--- config.mk ---
export PLATFORM = sky130hd
export DESIGN_NAME = multirate_event_scheduler
export DESIGN_NICKNAME = d
export VERILOG_FILES = /design/src/sv/msch_pkg.sv /design/src/sv/msch_regs.sv /design/src/sv/msch_div.sv /design/src/sv/multirate_event_scheduler.sv
export SDC_FILE = /design/constraint.sdc
export NUM_CORES = 1
export LEC_CHECK = 0
export ABC_AREA = 1
export ABC_CLOCK_PERIOD_IN_PS = 3550
export BUFFER_PORTS_ARGS = -buffer_cell sky130_fd_sc_hd__buf_2
export CAP_MARGIN = 20
export CORE_MARGIN = 5
export CORE_UTILIZATION = 58
export DETAILED_ROUTE_END_ITERATION = 8
export PLACE_DENSITY = 0.77
export SLEW_MARGIN = 40
export SYNTH_ARGS = -nofsm -noshare
export SYNTH_HDL_FRONTEND = slang
export SYNTH_SLANG_ARGS = --single-unit
--- constraint.sdc ---
create_clock -name clk -period 3.55 [get_ports clk]
set_clock_uncertainty 0.2 [all_clocks]
set_input_delay 0 -clock clk [delete_from_list [all_inputs] [get_ports clk]]
set_output_delay 0 -clock clk [all_outputs]
set_load 0.01 [all_outputs]
--- src/sv/msch_pkg.sv ---
`default_nettype none

package msch_pkg;

    // Field and register widths.
    localparam int CFG_W      = 20;
    localparam int TIME_W     = 21;
    localparam int IDX_W      = 3;
    localparam int COUNT_BITS = 16;

    // The divider takes up to four times the cycle time, padded to an even width
    // so that it retires two quotient bits per cycle.
    localparam int DVD_W    = 24;
    localparam int DIV_ITER = DVD_W / 2;
    localparam int ITER_W   = $clog2(DIV_ITER);

    // Compare width wide enough for both a quotient and a stored counter.
    localparam int CMP_W = ((DVD_W > COUNT_BITS) ? DVD_W : COUNT_BITS) + 1;

    // Configuration register indexes.
    typedef enum logic [IDX_W-1:0] {
        REG_SIM_PERIOD,
        REG_RECV_PERIOD,
        REG_SENSE_PERIOD,
        REG_SEND_PERIOD,
        REG_COACH_PERIOD,
        REG_SYNCH_OFFSET,
        REG_COMMON_PERIOD
    } cfg_reg_t;

    typedef struct packed {
        logic [CFG_W-1:0] sim_period;
        logic [CFG_W-1:0] recv_period;
        logic [CFG_W-1:0] sense_period;
        logic [CFG_W-1:0] send_period;
        logic [CFG_W-1:0] coach_period;
        logic [CFG_W-1:0] synch_offset;
        logic [CFG_W-1:0] common_period;
    } cfg_t;

    typedef struct packed {
        logic             start;
        logic [DVD_W-1:0] dividend;
        logic [CFG_W-1:0] divisor;
    } div_req_t;

    typedef struct packed {
        logic             busy;
        logic             done;
        logic [DVD_W-1:0] quotient;
        logic [CFG_W-1:0] remainder;
    } div_rsp_t;

endpackage

`default_nettype wire

--- src/sv/msch_regs.sv ---
`default_nettype none

module msch_regs (
    input  wire                           clk,
    input  wire                           rst_n,
    input  wire                           cfg_we,
    input  wire  [msch_pkg::IDX_W-1:0]    cfg_index,
    input  wire  [msch_pkg::CFG_W-1:0]    cfg_data,
    output msch_pkg::cfg_t                cfg
);
    import msch_pkg::*;

    logic [CFG_W-1:0] sim_reg;
    logic [CFG_W-1:0] recv_reg;
    logic [CFG_W-1:0] sense_reg;
    logic [CFG_W-1:0] send_reg;
    logic [CFG_W-1:0] coach_reg;
    logic [CFG_W-1:0] synch_reg;
    logic [CFG_W-1:0] common_reg;

    always_ff @(posedge clk or negedge rst_n)
    begin
        if (!rst_n)
        begin
            sim_reg    <= CFG_W'(100000);
            recv_reg   <= CFG_W'(10000);
            sense_reg  <= CFG_W'(100000);
            send_reg   <= CFG_W'(150000);
            coach_reg  <= CFG_W'(100000);
            synch_reg  <= CFG_W'(30000);
            common_reg <= CFG_W'(300000);
        end
        else if (cfg_we)
        begin
            case (cfg_index)
                REG_SIM_PERIOD:    sim_reg    <= cfg_data;
                REG_RECV_PERIOD:   recv_reg   <= cfg_data;
                REG_SENSE_PERIOD:  sense_reg  <= cfg_data;
                REG_SEND_PERIOD:   send_reg   <= cfg_data;
                REG_COACH_PERIOD:  coach_reg  <= cfg_data;
                REG_SYNCH_OFFSET:  synch_reg  <= cfg_data;
                REG_COMMON_PERIOD: common_reg <= cfg_data;
                default:           ;
            endcase
        end
    end

    // A period of zero is treated as one microsecond.
    function automatic logic [CFG_W-1:0] nonzero(input logic [CFG_W-1:0] p);
        begin
            nonzero = (p == '0) ? CFG_W'(1) : p;
        end
    endfunction

    always_comb
    begin
        cfg.sim_period    = nonzero(sim_reg);
        cfg.recv_period   = nonzero(recv_reg);
        cfg.sense_period  = nonzero(sense_reg);
        cfg.send_period   = nonzero(send_reg);
        cfg.coach_period  = nonzero(coach_reg);
        cfg.synch_offset  = synch_reg;
        cfg.common_period = common_reg;
    end

endmodule

`default_nettype wire

--- src/sv/msch_div.sv ---
`default_nettype none

module msch_div (
    input  wire                  clk,
    input  wire                  rst_n,
    input  msch_pkg::div_req_t   req,
    output msch_pkg::div_rsp_t   rsp
);
    import msch_pkg::*;

    logic              busy_reg;
    logic              done_reg;
    logic [ITER_W-1:0] cnt_reg;
    logic [DVD_W-1:0]  dvd_reg;
    logic [CFG_W-1:0]  rem_reg;
    logic [CFG_W-1:0]  dsr_reg;

    logic [DVD_W-1:0]  dvd_next;
    logic [CFG_W-1:0]  rem_next;
    logic [CFG_W:0]    step_hi;
    logic [CFG_W:0]    step_lo;

    // One restoring step: shift in a dividend bit and subtract when it fits.
    // The partial remainder stays below the divisor, so it never needs more bits.
    function automatic logic [CFG_W:0] div_step(input logic [CFG_W-1:0] r,
                                                 input logic             b,
                                                 input logic [CFG_W-1:0] d);
        logic [CFG_W:0] s;
        logic [CFG_W:0] diff;
        begin
            s    = {r, b};
            diff = s - {1'b0, d};
            if (s >= {1'b0, d})
                div_step = {1'b1, diff[CFG_W-1:0]};
            else
                div_step = {1'b0, s[CFG_W-1:0]};
        end
    endfunction

    always_comb
    begin
        step_hi  = div_step(rem_reg, dvd_reg[DVD_W-1], dsr_reg);
        step_lo  = div_step(step_hi[CFG_W-1:0], dvd_reg[DVD_W-2], dsr_reg);
        rem_next = step_lo[CFG_W-1:0];
        dvd_next = {dvd_reg[DVD_W-3:0], step_hi[CFG_W], step_lo[CFG_W]};
    end

    always_ff @(posedge clk or negedge rst_n)
    begin
        if (!rst_n)
        begin
            busy_reg <= 1'b0;
            done_reg <= 1'b0;
            cnt_reg  <= '0;
            dvd_reg  <= '0;
            rem_reg  <= '0;
            dsr_reg  <= CFG_W'(1);
        end
        else if (req.start && !busy_reg)
        begin
            busy_reg <= 1'b1;
            done_reg <= 1'b0;
            cnt_reg  <= ITER_W'(DIV_ITER - 1);
            dvd_reg  <= req.dividend;
            rem_reg  <= '0;
            dsr_reg  <= req.divisor;
        end
        else if (busy_reg)
        begin
            dvd_reg <= dvd_next;
            rem_reg <= rem_next;
            if (cnt_reg == '0)
            begin
                busy_reg <= 1'b0;
                done_reg <= 1'b1;
            end
            else
            begin
                cnt_reg <= cnt_reg - ITER_W'(1);
            end
        end
        else
        begin
            done_reg <= 1'b0;
        end
    end

    assign rsp.busy      = busy_reg;
    assign rsp.done      = done_reg;
    assign rsp.quotient  = dvd_reg;
    assign rsp.remainder = rem_reg;

endmodule

`default_nettype wire

--- src/sv/multirate_event_scheduler.sv ---
// A tick word is taken only in idle, and no new tick is accepted until its flags word is
// loaded. Eleven divisions run in turn on one shared divider that retires two quotient
// bits per cycle while a division is busy.
// The flags register frees the next tick while a finished word waits downstream.
// Reset (asynchronous, active low) loads the default periods, clears the cycle time
// and the synch flag, and sets every occurrence counter to one.
`default_nettype none

module multirate_event_scheduler (
    input  wire                         clk,
    input  wire                         rst_n,
    input  wire                         cfg_we,
    input  wire  [msch_pkg::IDX_W-1:0]  cfg_index,
    input  wire  [msch_pkg::CFG_W-1:0]  cfg_data,
    input  wire                         tick_valid,
    output logic                        tick_ready,
    input  wire  [msch_pkg::CFG_W-1:0]  advance_us,
    output logic                        flags_valid,
    input  wire                         flags_ready,
    output logic                        fire_recv,
    output logic                        fire_sim,
    output logic                        fire_sense,
    output logic                        fire_visual,
    output logic                        fire_synch,
    output logic                        fire_coach
);
    import msch_pkg::*;

    typedef enum logic [1:0] {
        S_IDLE,
        S_START,
        S_WAIT,
        S_FINISH
    } state_t;

    typedef enum logic [3:0] {
        OP_SIM_T,
        OP_SIM_Q,
        OP_RECV_T,
        OP_RECV_Q,
        OP_SENSE_T,
        OP_SENSE_Q,
        OP_VIS_T,
        OP_VIS_Q,
        OP_SYNCH,
        OP_COACH_T,
        OP_COACH_Q
    } op_t;

    cfg_t     cfg;
    div_req_t div_req;
    div_rsp_t div_rsp;

    state_t           state_reg;
    op_t              op_reg;
    logic [TIME_W-1:0] t_reg;
    logic [TIME_W-1:0] cycle_time_reg;
    logic [CMP_W-1:0]  c_reg;

    logic [COUNT_BITS-1:0] sim_count_reg;
    logic [COUNT_BITS-1:0] recv_count_reg;
    logic [COUNT_BITS-1:0] sense_count_reg;
    logic [COUNT_BITS-1:0] visual_count_reg;
    logic [COUNT_BITS-1:0] coach_count_reg;
    logic [COUNT_BITS-1:0] synch_count_reg;
    logic                  synch_done_reg;

    logic f_recv_reg, f_sim_reg, f_sense_reg, f_vis_reg, f_synch_reg, f_coach_reg;
    logic fire_recv_reg, fire_sim_reg, fire_sense_reg;
    logic fire_visual_reg, fire_synch_reg, fire_coach_reg;
    logic flags_valid_reg;

    logic [CMP_W-1:0]      quo_w;
    logic                  syn_ge;
    logic [TIME_W-1:0]     syn_diff;
    logic [COUNT_BITS-1:0] synch_prev;
    logic                  finish_load;

    msch_regs u_regs (
        .clk       (clk),
        .rst_n     (rst_n),
        .cfg_we    (cfg_we),
        .cfg_index (cfg_index),
        .cfg_data  (cfg_data),
        .cfg       (cfg)
    );

    msch_div u_div (
        .clk   (clk),
        .rst_n (rst_n),
        .req   (div_req),
        .rsp   (div_rsp)
    );

    // The counter catches up to quotient plus one, or returns to one at the wrap.
    function automatic logic [COUNT_BITS-1:0] next_count(input logic [CMP_W-1:0] q,
                                                         input logic [CMP_W-1:0] c);
        logic [CMP_W-1:0] sum;
        begin
            sum = c + CMP_W'(1);
            if (q <= c)
                next_count = COUNT_BITS'(1);
            else
                next_count = sum[COUNT_BITS-1:0];
        end
    endfunction

    assign quo_w       = CMP_W'(div_rsp.quotient);
    assign syn_ge      = (t_reg >= TIME_W'(cfg.synch_offset));
    assign syn_diff    = t_reg - TIME_W'(cfg.synch_offset);
    // The step index before the synch counter wraps at the counter width.
    assign synch_prev  = synch_count_reg - COUNT_BITS'(1);
    assign finish_load = (state_reg == S_FINISH) && (!flags_valid_reg || flags_ready);

    // Comparing the time against period times counter is the same as comparing
    // the floor quotient against the counter, so the divider covers every test.
    always_comb
    begin
        div_req.start    = (state_reg == S_START);
        div_req.dividend = DVD_W'(t_reg);
        div_req.divisor  = cfg.sim_period;
        case (op_reg)
            OP_SIM_T:
            begin
                div_req.dividend = DVD_W'(t_reg);
                div_req.divisor  = cfg.sim_period;
            end
            OP_SIM_Q:
            begin
                div_req.dividend = DVD_W'(cfg.common_period);
                div_req.divisor  = cfg.sim_period;
            end
            OP_RECV_T:
            begin
                div_req.dividend = DVD_W'(t_reg);
                div_req.divisor  = cfg.recv_period;
            end
            OP_RECV_Q:
            begin
                div_req.dividend = DVD_W'(cfg.common_period);
                div_req.divisor  = cfg.recv_period;
            end
            OP_SENSE_T:
            begin
                div_req.dividend = DVD_W'(t_reg);
                div_req.divisor  = cfg.sense_period;
            end
            OP_SENSE_Q:
            begin
                div_req.dividend = DVD_W'(cfg.common_period);
                div_req.divisor  = cfg.sense_period;
            end
            OP_VIS_T:
            begin
                div_req.dividend = DVD_W'({t_reg, 2'b00});
                div_req.divisor  = cfg.send_period;
            end
            OP_VIS_Q:
            begin
                div_req.dividend = DVD_W'(cfg.common_period);
                div_req.divisor  = cfg.send_period;
            end
            OP_SYNCH:
            begin
                div_req.dividend = syn_ge ? DVD_W'(syn_diff) : '0;
                div_req.divisor  = cfg.sim_period;
            end
            OP_COACH_T:
            begin
                div_req.dividend = DVD_W'(t_reg);
                div_req.divisor  = cfg.coach_period;
            end
            OP_COACH_Q:
            begin
                div_req.dividend = DVD_W'(cfg.common_period);
                div_req.divisor  = cfg.coach_period;
            end
            default:
            begin
                div_req.dividend = DVD_W'(t_reg);
                div_req.divisor  = cfg.sim_period;
            end
        endcase
    end

    always_ff @(posedge clk or negedge rst_n)
    begin
        if (!rst_n)
        begin
            state_reg        <= S_IDLE;
            op_reg           <= OP_SIM_T;
            t_reg            <= '0;
            cycle_time_reg   <= '0;
            c_reg            <= '0;
            sim_count_reg    <= COUNT_BITS'(1);
            recv_count_reg   <= COUNT_BITS'(1);
            sense_count_reg  <= COUNT_BITS'(1);
            visual_count_reg <= COUNT_BITS'(1);
            coach_count_reg  <= COUNT_BITS'(1);
            synch_count_reg  <= COUNT_BITS'(1);
            synch_done_reg   <= 1'b0;
            f_recv_reg       <= 1'b0;
            f_sim_reg        <= 1'b0;
            f_sense_reg      <= 1'b0;
            f_vis_reg        <= 1'b0;
            f_synch_reg      <= 1'b0;
            f_coach_reg      <= 1'b0;
            fire_recv_reg    <= 1'b0;
            fire_sim_reg     <= 1'b0;
            fire_sense_reg   <= 1'b0;
            fire_visual_reg  <= 1'b0;
            fire_synch_reg   <= 1'b0;
            fire_coach_reg   <= 1'b0;
            flags_valid_reg  <= 1'b0;
        end
        else
        begin
            if (finish_load)
                flags_valid_reg <= 1'b1;
            else if (flags_valid_reg && flags_ready)
                flags_valid_reg <= 1'b0;

            case (state_reg)
                S_IDLE:
                begin
                    if (tick_valid)
                    begin
                        t_reg       <= cycle_time_reg + TIME_W'(advance_us);
                        op_reg      <= OP_SIM_T;
                        f_recv_reg  <= 1'b0;
                        f_sim_reg   <= 1'b0;
                        f_sense_reg <= 1'b0;
                        f_vis_reg   <= 1'b0;
                        f_synch_reg <= 1'b0;
                        f_coach_reg <= 1'b0;
                        state_reg   <= S_START;
                    end
                end
                S_START:
                begin
                    state_reg <= S_WAIT;
                end
                S_WAIT:
                begin
                    if (div_rsp.done)
                    begin
                        state_reg <= S_START;
                        case (op_reg)
                            OP_SIM_T:
                            begin
                                // A late step snaps the time down to its boundary.
                                if (quo_w >= CMP_W'(sim_count_reg))
                                begin
                                    f_sim_reg <= 1'b1;
                                    t_reg     <= t_reg - TIME_W'(div_rsp.remainder);
                                    c_reg     <= quo_w;
                                end
                                else
                                begin
                                    c_reg <= CMP_W'(sim_count_reg);
                                end
                                op_reg <= OP_SIM_Q;
                            end
                            OP_SIM_Q:
                            begin
                                if (f_sim_reg)
                                begin
                                    sim_count_reg  <= next_count(quo_w, c_reg);
                                    synch_done_reg <= 1'b0;
                                end
                                op_reg <= OP_RECV_T;
                            end
                            OP_RECV_T:
                            begin
                                c_reg      <= quo_w;
                                f_recv_reg <= (quo_w >= CMP_W'(recv_count_reg));
                                op_reg     <= OP_RECV_Q;
                            end
                            OP_RECV_Q:
                            begin
                                if (f_recv_reg)
                                    recv_count_reg <= next_count(quo_w, c_reg);
                                op_reg <= OP_SENSE_T;
                            end
                            OP_SENSE_T:
                            begin
                                c_reg       <= quo_w;
                                f_sense_reg <= (quo_w >= CMP_W'(sense_count_reg));
                                op_reg      <= OP_SENSE_Q;
                            end
                            OP_SENSE_Q:
                            begin
                                if (f_sense_reg)
                                    sense_count_reg <= next_count(quo_w, c_reg);
                                op_reg <= OP_VIS_T;
                            end
                            OP_VIS_T:
                            begin
                                c_reg     <= quo_w;
                                f_vis_reg <= (quo_w >= CMP_W'(visual_count_reg));
                                op_reg    <= OP_VIS_Q;
                            end
                            OP_VIS_Q:
                            begin
                                // Visual runs four times per send period.
                                if (f_vis_reg)
                                    visual_count_reg <= next_count(quo_w << 2, c_reg);
                                op_reg <= OP_SYNCH;
                            end
                            OP_SYNCH:
                            begin
                                if (!synch_done_reg && syn_ge &&
                                    quo_w >= CMP_W'(synch_prev))
                                begin
                                    f_synch_reg     <= 1'b1;
                                    synch_count_reg <= synch_count_reg + COUNT_BITS'(1);
                                    synch_done_reg  <= 1'b1;
                                end
                                op_reg <= OP_COACH_T;
                            end
                            OP_COACH_T:
                            begin
                                c_reg       <= quo_w;
                                f_coach_reg <= (quo_w >= CMP_W'(coach_count_reg));
                                op_reg      <= OP_COACH_Q;
                            end
                            OP_COACH_Q:
                            begin
                                if (f_coach_reg)
                                    coach_count_reg <= next_count(quo_w, c_reg);
                                state_reg <= S_FINISH;
                            end
                            default:
                            begin
                                state_reg <= S_FINISH;
                            end
                        endcase
                    end
                end
                S_FINISH:
                begin
                    if (finish_load)
                    begin
                        if (t_reg >= TIME_W'(cfg.common_period))
                        begin
                            cycle_time_reg  <= '0;
                            synch_count_reg <= COUNT_BITS'(1);
                        end
                        else
                        begin
                            cycle_time_reg <= t_reg;
                        end
                        fire_recv_reg   <= f_recv_reg;
                        fire_sim_reg    <= f_sim_reg;
                        fire_sense_reg  <= f_sense_reg;
                        fire_visual_reg <= f_vis_reg;
                        fire_synch_reg  <= f_synch_reg;
                        fire_coach_reg  <= f_coach_reg;
                        state_reg       <= S_IDLE;
                    end
                end
                default:
                begin
                    state_reg <= S_IDLE;
                end
            endcase
        end
    end

    assign tick_ready  = (state_reg == S_IDLE);
    assign flags_valid = flags_valid_reg;
    assign fire_recv   = fire_recv_reg;
    assign fire_sim    = fire_sim_reg;
    assign fire_sense  = fire_sense_reg;
    assign fire_visual = fire_visual_reg;
    assign fire_synch  = fire_synch_reg;
    assign fire_coach  = fire_coach_reg;

    // The divider is only started when it is free, and only answers while waited on.
    a_start_free: assert property (@(posedge clk) disable iff (!rst_n)
        div_req.start |-> !div_rsp.busy)
        else $error("divider started while busy");

    a_done_waited: assert property (@(posedge clk) disable iff (!rst_n)
        div_rsp.done |-> (state_reg == S_WAIT))
        else $error("divider result arrived outside the wait state");

    a_tick_starts: assert property (@(posedge clk) disable iff (!rst_n)
        (tick_valid && tick_ready) |=> (state_reg == S_START && op_reg == OP_SIM_T))
        else $error("accepted tick did not start the division sequence");

    a_time_wraps: assert property (@(posedge clk) disable iff (!rst_n)
        finish_load |=> (cycle_time_reg == '0 ||
                         cycle_time_reg < TIME_W'($past(cfg.common_period))))
        else $error("cycle time left at or beyond the common period");

    a_synch_marked: assert property (@(posedge clk) disable iff (!rst_n)
        ($past(finish_load) && fire_synch_reg) |-> synch_done_reg)
        else $error("synch visual reported without its done flag");

endmodule

`default_nettype wire
Word-level counts from Yosys, hierarchy flattened
Index checks and enable logic that the tools add are counted.
{"block": "totals", "latchBits": 0, "wordCells": 218, "mem_count": 0, "register_bits": 393, "output_inout_bits": 8, "rom_bits": 0, "ramBits": 0, "inputBits": 48}
{"block": "classes", "addsub": 9, "n_eq_ne": 36, "n_lt_le_gt_ge": 12, "muxes": 72, "shift": 0, "n_mul": 0, "bitwise": 0, "div_mod_pow": 0, "reduce_logical": 51}
{"op": "case mux 43 bit (10 select lines)", "n": 1}
{"op": "2-to-1 mux 21 bit", "n": 8}
{"op": ">= comparator 24 x 16 -> 1 bit", "n": 6}
{"op": "2-to-1 mux 20 bit", "n": 7}
{"op": "2-to-1 mux 16 bit", "n": 7}
{"op": "logical NOT 20 bit", "n": 5}
{"op": ">= comparator 21 x 20 -> 1 bit", "n": 4}
{"op": "2-to-1 mux 24 bit", "n": 3}
{"op": "case mux 25 bit (2 select lines)", "n": 1}
{"op": "case mux 21 bit (2 select lines)", "n": 1}
{"op": "subtractor 21 x 20 -> 21 bit", "n": 2}
{"op": "case mux 4 bit (10 select lines)", "n": 1}
{"op": "AND reduction 4 bit", "n": 10}
{"op": "subtractor 20 bit", "n": 2}
{"op": "adder 16 x 1 -> 16 bit, second input constant", "n": 2}
{"op": "case mux 16 bit (2 select lines)", "n": 1}
{"op": "<= comparator 24 x 25 -> 1 bit", "n": 1}
{"op": "<= comparator 25 bit", "n": 1}
{"op": "2-to-1 mux 1 bit", "n": 24}
{"op": "adder 21 x 20 -> 21 bit", "n": 1}
{"op": "2-to-1 mux 4 bit", "n": 5}
{"op": "inequality test 2 x 1 -> 1 bit, second input constant", "n": 9}
{"op": "AND reduction 2 bit", "n": 9}
{"op": "== test 4 x 3 -> 1 bit, second input constant", "n": 4}
{"op": "29 further kinds", "n": 65}

Depth between registers and ports, before layout
Gate-level depths: netlist (run 1).
{"block": "logic_depth", "word_depth": 7, "depth_mapped": 32, "mapped_depth_nobuf": 31}

Hierarchy
Synthesis (run 1) repeated with hierarchy kept, for this count alone.
{"block": "hier_totals", "hier_cells": 4208, "area_unflattened_um2": 29784.8}
{"module": "multirate_event_scheduler", "cells_per_inst": 2663, "n_inst": 1, "area_per_inst_um2": 17951.0, "seq_area_each_um2": 4561.9}
{"module": "msch_div", "cells_per_inst": 846, "n_inst": 1, "area_per_inst_um2": 5931.9, "seq_area_each_um2": 1752.9}
{"module": "msch_regs", "cells_per_inst": 699, "n_inst": 1, "area_per_inst_um2": 5901.9, "seq_area_each_um2": 3560.9}

Least setup slack after synthesis (run 1)
OpenSTA, ideal clock, no wires.
{"block": "synth_timing", "path_type": "register to register", "startpoint": "reg u_div.dsr_reg[0]", "endpoint": "reg u_div.rem_reg[1]", "synth_period_minus_slack_ps": 3793, "t_arrival_ps": 3468, "stages_incl_launch_ff": 26, "n_path_buf": 1, "setup_time_ps": 125, "required_time_ps": 3225, "setup_slack_ps": -243, "cell_sequence": "dfstp_2 > ha_1 > inv_1 > fa_1 > and3_1 > nor2_1 > o21ai_0 > nand2_1 > nand3b_1 > nand3_1 > o21ai_0 > ha_1 > nand2_1 > nor2_1 > inv_1 > nor2_1 > nand3_1 > nand3_1 > nand2_1 > nand2_1 > nand2_1 > nand2_1 > nor2_2 > buf_4 > nand3_1 > nand3_1"}
{"block": "synth_between", "elab_chain_len": 6, "word_cells_on_any_way": 8, "classes_between": "2 x add/sub; 2 x order compare; 4 x mux"}
{"element": "start, declared", "line": "msch_div.sv:16", "text": "logic [CFG_W-1:0] dsr_reg;"}
{"element": "start signal, assigned", "line": "msch_div.sv:66", "text": "dsr_reg <= req.divisor;"}
{"element": "subtractor 20 bit or >= comparator 21 x 20 -> 1 bit (tied branches)", "line": "msch_div.sv:32, msch_div.sv:33"}
{"element": "2-to-1 mux 21 bit", "line": "msch_div.sv:33", "text": "if (s >= {1'b0, d})"}
{"element": "subtractor 20 bit or >= comparator 21 x 20 -> 1 bit (tied branches)", "line": "msch_div.sv:32, msch_div.sv:33"}
{"element": "2-to-1 mux 21 bit *", "line": "msch_div.sv:33"}
{"element": "2-to-1 mux 20 bit *", "line": "msch_div.sv:68", "text": "else if (busy_reg)"}
{"element": "2-to-1 mux 20 bit *", "line": "msch_div.sv:59", "text": "else if (req.start && !busy_reg)"}
{"element": "end signal, assigned", "line": "msch_div.sv:71", "text": "rem_reg <= rem_next;"}
{"element": "end, declared", "line": "msch_div.sv:15", "text": "logic [CFG_W-1:0] rem_reg;"}
Every way passes the cells marked *; elsewhere a longest branch is shown, timed or not. The select of a mux whose other input is x is not followed.
A chain may end at the register's enable or synchronous reset.

Worst setup path in the final report (run 1)
{"block": "layout_timing", "startpoint": "reg u_div.dsr_reg[9]", "endpoint": "reg u_div.rem_reg[10]"}
Same word-level chain as after synthesis.

==> results by group, run 1 <==
Place
  • I/O Buffers: 55
  • Placed cells: 4818
  • GPL Wtd Cong: 1.07
  • Hpwl dp: 75300 um

Synth
  • EDFF count, synth: 0
  • Synth warn: 0
  • Post-synthesis sequential area ratio: 34.6%
  • Largest cells by area after synthesis: dfrtp_1, nand2_1, ha_1
  • Average instance area after synthesis: 7.23 um^2
  • Synth top cells by count: nand2_1, inv_1, o21ai_0
  • Ys async rst share: 100%
  • Synth Cell Area: 28500 um^2
  • Yosys cell types: 63
  • Synthesized flop and latch total: 392
  • Mapped Nets: 4262
  • Synth top area share: between 20% and 30%
  • Cell with the most instances after synthesis: nand2_1
  • Synth Flop Type: dfrtp_1
  • Area leader, netlist: dfrtp_1
  • Post-Synthesis Cells: 3942

Die
  • Starting Density: between 50% and 60%
  • Core outline area: 48700 um^2
  • I/O pin total: 56
  • Die height: ~230 um
  • DIE AREA: 53700 um^2
  • Die X-Extent: roughly 230 um
  • Row Count: slightly above 80

Critical path
  • FF-to-FF path depth: 24
  • Reg2Reg Setup Slack: -0.49 ns
  • Crit path from: u_div.dsr_reg[9]$_DFFE_PN0P_
  • CP Capture Type: register
  • Worst Path Required: around 3.9 ns
  • Worst EP arrival: 4.36 ns
  • CP Capture Point: u_div.rem_reg[10]$_DFFE_PN0P_
  • CP max FO: 7
  • Crit start category: register
  • Worst reg2reg startpoint: u_div.dsr_reg[9]$_DFFE_PN0P_
  • Crit Path Class: reg2reg
  • Reg2reg end: u_div.rem_reg[10]$_DFFE_PN0P_

STA
  • Slew @ Worst Pin: slightly above 0.9 ns
  • Fin worst setup slack: -0.491 ns
  • Max Slew Vio Count: 0
  • Hold Violations, Final: 0
  • Slew Limit Headroom: 37.9%
  • Fmax: 247 MHz
  • Tcrit/Tclk final: 114%
  • Tightest hold margin: approximately 0.06 ns
  • RSZ-0062 raised after global routing: yes
  • # setup viols final: 37
  • Minimum clock period: 4.04 ns

Layout
  • Final Non-Filler Cells: 4980
  • Filler instances: around 4000
  • Area of the multi-input gates: 17200 um^2
  • Seq. cell area: a little under 10000 um^2
  • Final core utilization: 71.4%
  • Area Growth Syn to Fin: 22.0%
  • Final net count: 4601
  • Share of layout cells above drive strength 1: 17.1%

Clock tree
  • Clk pin slew, worst setup/hold paths: 0.06 ns
  • Root Driver: clkbuf_16
  • H-tree levels: 2
  • CTS Sinks: about 400
  • CTS tree: built
  • Clock Tree Buf Depth: 3
  • Inserted Clock Buffers: 45
  • Clk Latency, worst-skew pair: between 0.6 and 0.7 ns

Drt
  • Metal2 WL: 45300 um
  • WL final: 102000 um
  • Total number of vias: 29400
  • DR WL/cell: roughly 20 um
  • Drt drc: 0
  • DR iter-0 viols: between 3000 and 4000
  • Highest metal used: met4
  • Antenna Violating Nets Remaining: 0
  • WL met1: ~42000 um
  • 1st-pass router iterations: 6
  • Vias per cell: between 5 and 6
  • Met3 routed WL: 8960 um

Global route
  • Grt total ovfl: 0
  • Tot GR Track Use: a little over a third
  • Initial antenna violation count: 1
  • First-pass GRT wire length: 155000 um
  • Largest net degree at the start of global routing: 99
  • Vias in the first global route: between 20000 and 30000

Outcome
  • Outcome: finished with violations
  • Failing checks: negative setup slack

Flow run
  • MaxCap Viol Count: 0

Min path
  • Path type of the worst min-delay path: in2reg
## worst max-delay path, stage by stage (launching register included)
cell       delay, ns
dfrtp_1         0.35
inv_1           0.12
ha_4            0.23
buf_4           0.14
a21oi_1         0.28
a21boi_0        0.33
nor2_1          0.11
nor2_1          0.21
a21oi_2         0.09
o21a_4          0.24
ha_4            0.29
nand2_4         0.05
nor2_4          0.10
inv_2           0.06
nor2_4          0.11
nand3_2         0.08
nand3_2         0.10
nand2_2         0.06
nand2_2         0.08
nand2_4         0.07
buf_4           0.15
nand3_4         0.10
clkbuf_16       0.19
nand3_1         0.09
nand3_1         0.13
## metrics by stage
step / setup WS, ns / cell area (um^2) / TNS [ns]
after floorplan: -0.00803 / 28600 / -0.0915
after global placement: -0.504 / 31300 / -10.34
after detailed placement: -0.487 / 31300 / -11.87
after CTS: -0.339 / 34000 / -6.74
after global routing: -0.651 / 34800 / -20.60
final: -0.491 / 34800 / -11.67
## area by class of cell
| class | instances | area share (%) |
|---|---|---|
| multi-input combinational | 2915 | 49.5 |
| sequential | 392 | 28.4 |
| timing repair buffer | 423 | 9.72 |
| inverter | 504 | 5.47 |
| clock buffer | 64 | 3.70 |
| tap | 664 | 2.39 |
| clock inverter | 17 | 0.849 |
| antenna | 1 | 0.00719 |
## repair_timing
item                       CTS  global route
gates cloned                 2             5
pin swaps                   24            69
hold endpoints to repair   534             0
hold buffers                55             0
setup endpoints to repair   37            38
gates resized for setup     74           145
setup buffers                7            14
## cell families after synthesis
family / Yosys count / share of synthesized area [%]
xor gates and xnor gates: 65 / 2.00
muxes: 2 / 0.0702
buffers and inverters: 635 / 8.73
DFF: 392 / 34.6
adders and majority gates: 272 / 12.1
and+or+nand+nor: 1738 / 26.2
AOI/OAI and AO/OA: 838 / 16.3
## layout by cell type (no fill, tap or decap), types with 120 or more instances in the layout
master / n
nor2_1: 224
nand2_1: 1001
buf_4: 294
a21oi_1: 249
ha_1: 239
o21ai_0: 382
inv_1: 477
dfrtp_1: 338
nand3_1: 156
nand4_1: 120
## layer usage
layer,global-route usage [%],vias up
met2,57.5,1455
met3,6.80,360
li1,-,13900
met5,0,-
met1,49.0,13700
met4,17.0,0
## how the worst min path moves through the flow
stage                             start                      endpoint  slack, ns  cells after the start
final                     advance_us[2]          t_reg[2]$_DFFE_PN0P_       0.06                      6
after global routing        flags_ready       flags_valid$_DFFE_PN0P_       0.14                      5
after CTS                 advance_us[2]          t_reg[2]$_DFFE_PN0P_       0.05                      6
after detailed placement          rst_n  u_div.dsr_reg[7]$_DFFE_PN0P_      -0.21                      1
after global placement            rst_n  u_div.dsr_reg[7]$_DFFE_PN0P_      -0.21                      1
after floorplan                   rst_n          c_reg[0]$_DFFE_PN0P_      -0.50                      0
Power of run 1 is left out: the tool's default activity adds up to more than one toggle a clock period on the data nets, which glitch-free logic cannot reach.
==> inputs of run 2 (changes only) <==
--- a/config.mk
+++ b/config.mk
@@ -6,13 +6,13 @@
 export NUM_CORES = 1
 export LEC_CHECK = 0
 export ABC_AREA = 1
-export ABC_CLOCK_PERIOD_IN_PS = 3550
+export ABC_CLOCK_PERIOD_IN_PS = 4200
 export BUFFER_PORTS_ARGS = -buffer_cell sky130_fd_sc_hd__buf_2
 export CAP_MARGIN = 20
 export CORE_MARGIN = 5
-export CORE_UTILIZATION = 58
+export CORE_UTILIZATION = 59
 export DETAILED_ROUTE_END_ITERATION = 8
-export PLACE_DENSITY = 0.77
+export PLACE_DENSITY = 0.76
 export SLEW_MARGIN = 40
 export SYNTH_ARGS = -nofsm -noshare
 export SYNTH_HDL_FRONTEND = slang
==> constraint.sdc (replaced) <==
create_clock -name clk -period 4.2 [get_ports clk]
set_clock_uncertainty 0.2 [all_clocks]
set_input_delay 0 -clock clk [delete_from_list [all_inputs] [get_ports clk]]
set_output_delay 0 -clock clk [all_outputs]
set_load 0.01 [all_outputs]
==> run 2 against run 1 <==
  * The flow now finishes without violations
  * Largest cell class unchanged
  * Global-route usage down 2.2 points
  * Setup slack improved by 0.74 ns
  * Die area fell by 1.6%
  * Via count is 4.1% lower
  * Core utilization is 2.7 points lower
==> results by group, run 2 (same netlist as run 1, synthesis figures left out) <==
Critical path
  • Reg2reg end: u_div.rem_reg[8]$_DFFE_PN0P_
  • Top Family by Delay on Critical Path: simple AND/OR/NAND/NOR gates
  • Buffers & Inverters on Critical Path: 5
  • Cell Chain, Critical Path: ha_1, inv_1, fa_2, and3_4, nor2_4, buf_4, xor2_1, nand2_1, o21ai_0, buf_4, inv_1, ha_4, nand2_1, o21ai_0, nor2_1, o21bai_1, buf_4, xor2_1, nand3_1, nand3_1
  • CP max stage delay: 0.54 ns
  • Worst reg2reg startpoint: u_div.dsr_reg[0]$_DFFE_PN1P_
  • CP max FO: 5
  • CP Capture Type: register
  • Worst EP arrival: about 4.3 ns
  • Worst Path Required: roughly 4.5 ns
  • Reg2Reg Setup Slack: ~0.25 ns
  • Most frequent CP cell: buf_4
  • Slowest CP cell: dfstp_2
  • Crit start category: register
  • Crit Path Class: reg2reg
  • FF-to-FF path depth: 20

Die
  • Die height: 230 um
  • Core outline area: 47700 um^2
  • I/O pin total: 56
  • Row Count: 80
  • Die X-Extent: 230 um
  • DIE AREA: approximately 53000 um^2
  • Starting Density: between 50% and 60%

Min path
  • Hold EP: flags_valid$_DFFE_PN0P_
  • HP Start: flags_ready
  • Hold Path Depth: 5
  • Path type of the worst min-delay path: in2reg

Drt
  • WL final: between 90000 and 100000 um
  • Antenna Violating Nets Remaining: 0
  • Drt drc: 0
  • 1st-pass router iterations: 8
  • DR WL/cell: just under 20 um
  • Vias per cell: 5.92
  • DR iter-0 viols: 3137
  • Total number of vias: around 28000

STA
  • Fmax: 253 MHz
  • Max Slew Vio Count: 0
  • Minimum clock period: 3.95 ns
  • Slew Limit Headroom: 44.5%
  • Hold Violations, Final: 0
  • Final TNS setup: 0 ns
  • Tcrit/Tclk final: 94.2%
  • Slew @ Worst Pin: 0.830 ns
  • # setup viols final: 0

Layout
  • Share of layout cells above drive strength 1: 11.8%
  • Commonest non-fill, non-tap cells in the layout: nand2_1, inv_1, o21ai_0
  • Commonest non-fill, non-tap cell in the layout: nand2_1
  • Seq. cell area: 9880 um^2
  • Filler instances: 4120
  • Final net count: between 4000 and 5000
  • # diodes: 0
  • Area of the multi-input gates: 16600 um^2
  • Area Growth Syn to Fin: 15.0%

Clock tree
  • Clock Tree Buf Depth: 3
  • CTS Sinks: a little under 400
  • Inserted Clock Buffers: 44
  • CTS tree: built
  • Clk pin slew, worst setup/hold paths: 0.06 ns
  • Clk Latency, worst-skew pair: 0.60 ns
  • H-tree levels: 2
  • Root Driver: clkbuf_16

Global route
  • Initial antenna violation count: 0
  • Tot GR Track Use: 34.3%
  • Largest net degree at the start of global routing: 101
  • Vias in the first global route: between 20000 and 30000
  • Grt total ovfl: 0
  • First-pass GRT wire length: roughly 150000 um

Place
  • GPL Wtd Cong: around 0.97
  • I/O Buffers: 55
  • Hpwl dp: 70300 um

Outcome
  • Outcome: complete, no violations

Flow run
  • MaxCap Viol Count: 0
-- run 2: layer usage --
metal / wire length, um / share of wire [%] / global-route usage, % / up-vias
met5: 0 / 0 / 0 / -
met4: 2660 / 2.9 / 9.28 / 0
met3: 10100 / 11 / 7.17 / 176
met2: 39000 / 42 / 50.3 / 1294
met1: 41100 / 44 / 51.6 / 13200
li1: - / - / - / 13500
-- run 2: worst max path at each step --
stage	cells past startpoint	start	end	slack, ns
finish	20	u_div.dsr_reg[0]$_DFFE_PN1P_	u_div.rem_reg[8]$_DFFE_PN0P_	0.25
global placement	20	u_div.dsr_reg[0]$_DFFE_PN1P_	u_div.rem_reg[16]$_DFFE_PN0P_	-0.06
detailed placement	25	u_div.dsr_reg[0]$_DFFE_PN1P_	u_div.rem_reg[11]$_DFFE_PN0P_	-0.08
global route	28	u_div.dsr_reg[3]$_DFFE_PN0P_	u_div.rem_reg[4]$_DFFE_PN0P_	-0.03
CTS	30	u_div.rem_reg[9]$_DFFE_PN0P_	u_div.rem_reg[11]$_DFFE_PN0P_	0.01
floorplan	25	u_div.dsr_reg[0]$_DFFE_PN1P_	u_div.rem_reg[1]$_DFFE_PN0P_	0.41
-- run 2: final cells by class --
class | count | share of cell area (%)
sequential | 392 | 30.1
clock inverter | 19 | 0.825
inverter | 504 | 5.77
multi-input combinational | 2915 | 50.7
tap | 615 | 2.35
timing repair buffer | 260 | 6.39
clock buffer | 62 | 3.84
-- run 2: timing repair --
item / CTS / global route
endpoints found under the setup margin: 20 / 37
cloned: 0 / 1
resized for setup: 2 / 102
hold buffers: 54 / 0
pin swaps: 0 / 24
hold endpoints to repair: 433 / 0
setup buffers: 0 / 18
-- run 2: worst reg2reg max path, cell delays in order (launching register included) --
cell,delay [ns]
dfstp_2,0.54
ha_1,0.14
inv_1,0.06
fa_2,0.34
and3_4,0.20
nor2_4,0.15
buf_4,0.13
xor2_1,0.17
nand2_1,0.08
o21ai_0,0.08
buf_4,0.15
inv_1,0.06
ha_4,0.29
nand2_1,0.08
o21ai_0,0.25
nor2_1,0.12
o21bai_1,0.27
buf_4,0.17
xor2_1,0.19
nand3_1,0.11
nand3_1,0.10
-- run 2: stage by stage --
step | hold WS (ns) | area (um^2) | cells | utilization (%) | worst slack (ns)
detailed placement | -0.258 | 30100 | 4613 | 63.0 | -0.0752
global route | 0.184 | 32800 | 4767 | 68.6 | -0.0308
CTS | 0.127 | 32200 | 4748 | 67.4 | 0.0101
global placement | -0.00904 | 30000 | 4609 | 62.8 | -0.0592
finish | 0.145 | 32800 | 4767 | 68.6 | 0.245
floorplan | -0.496 | 28500 | 3942 | - | 0.407
Power of run 2 is left out for the same reason.
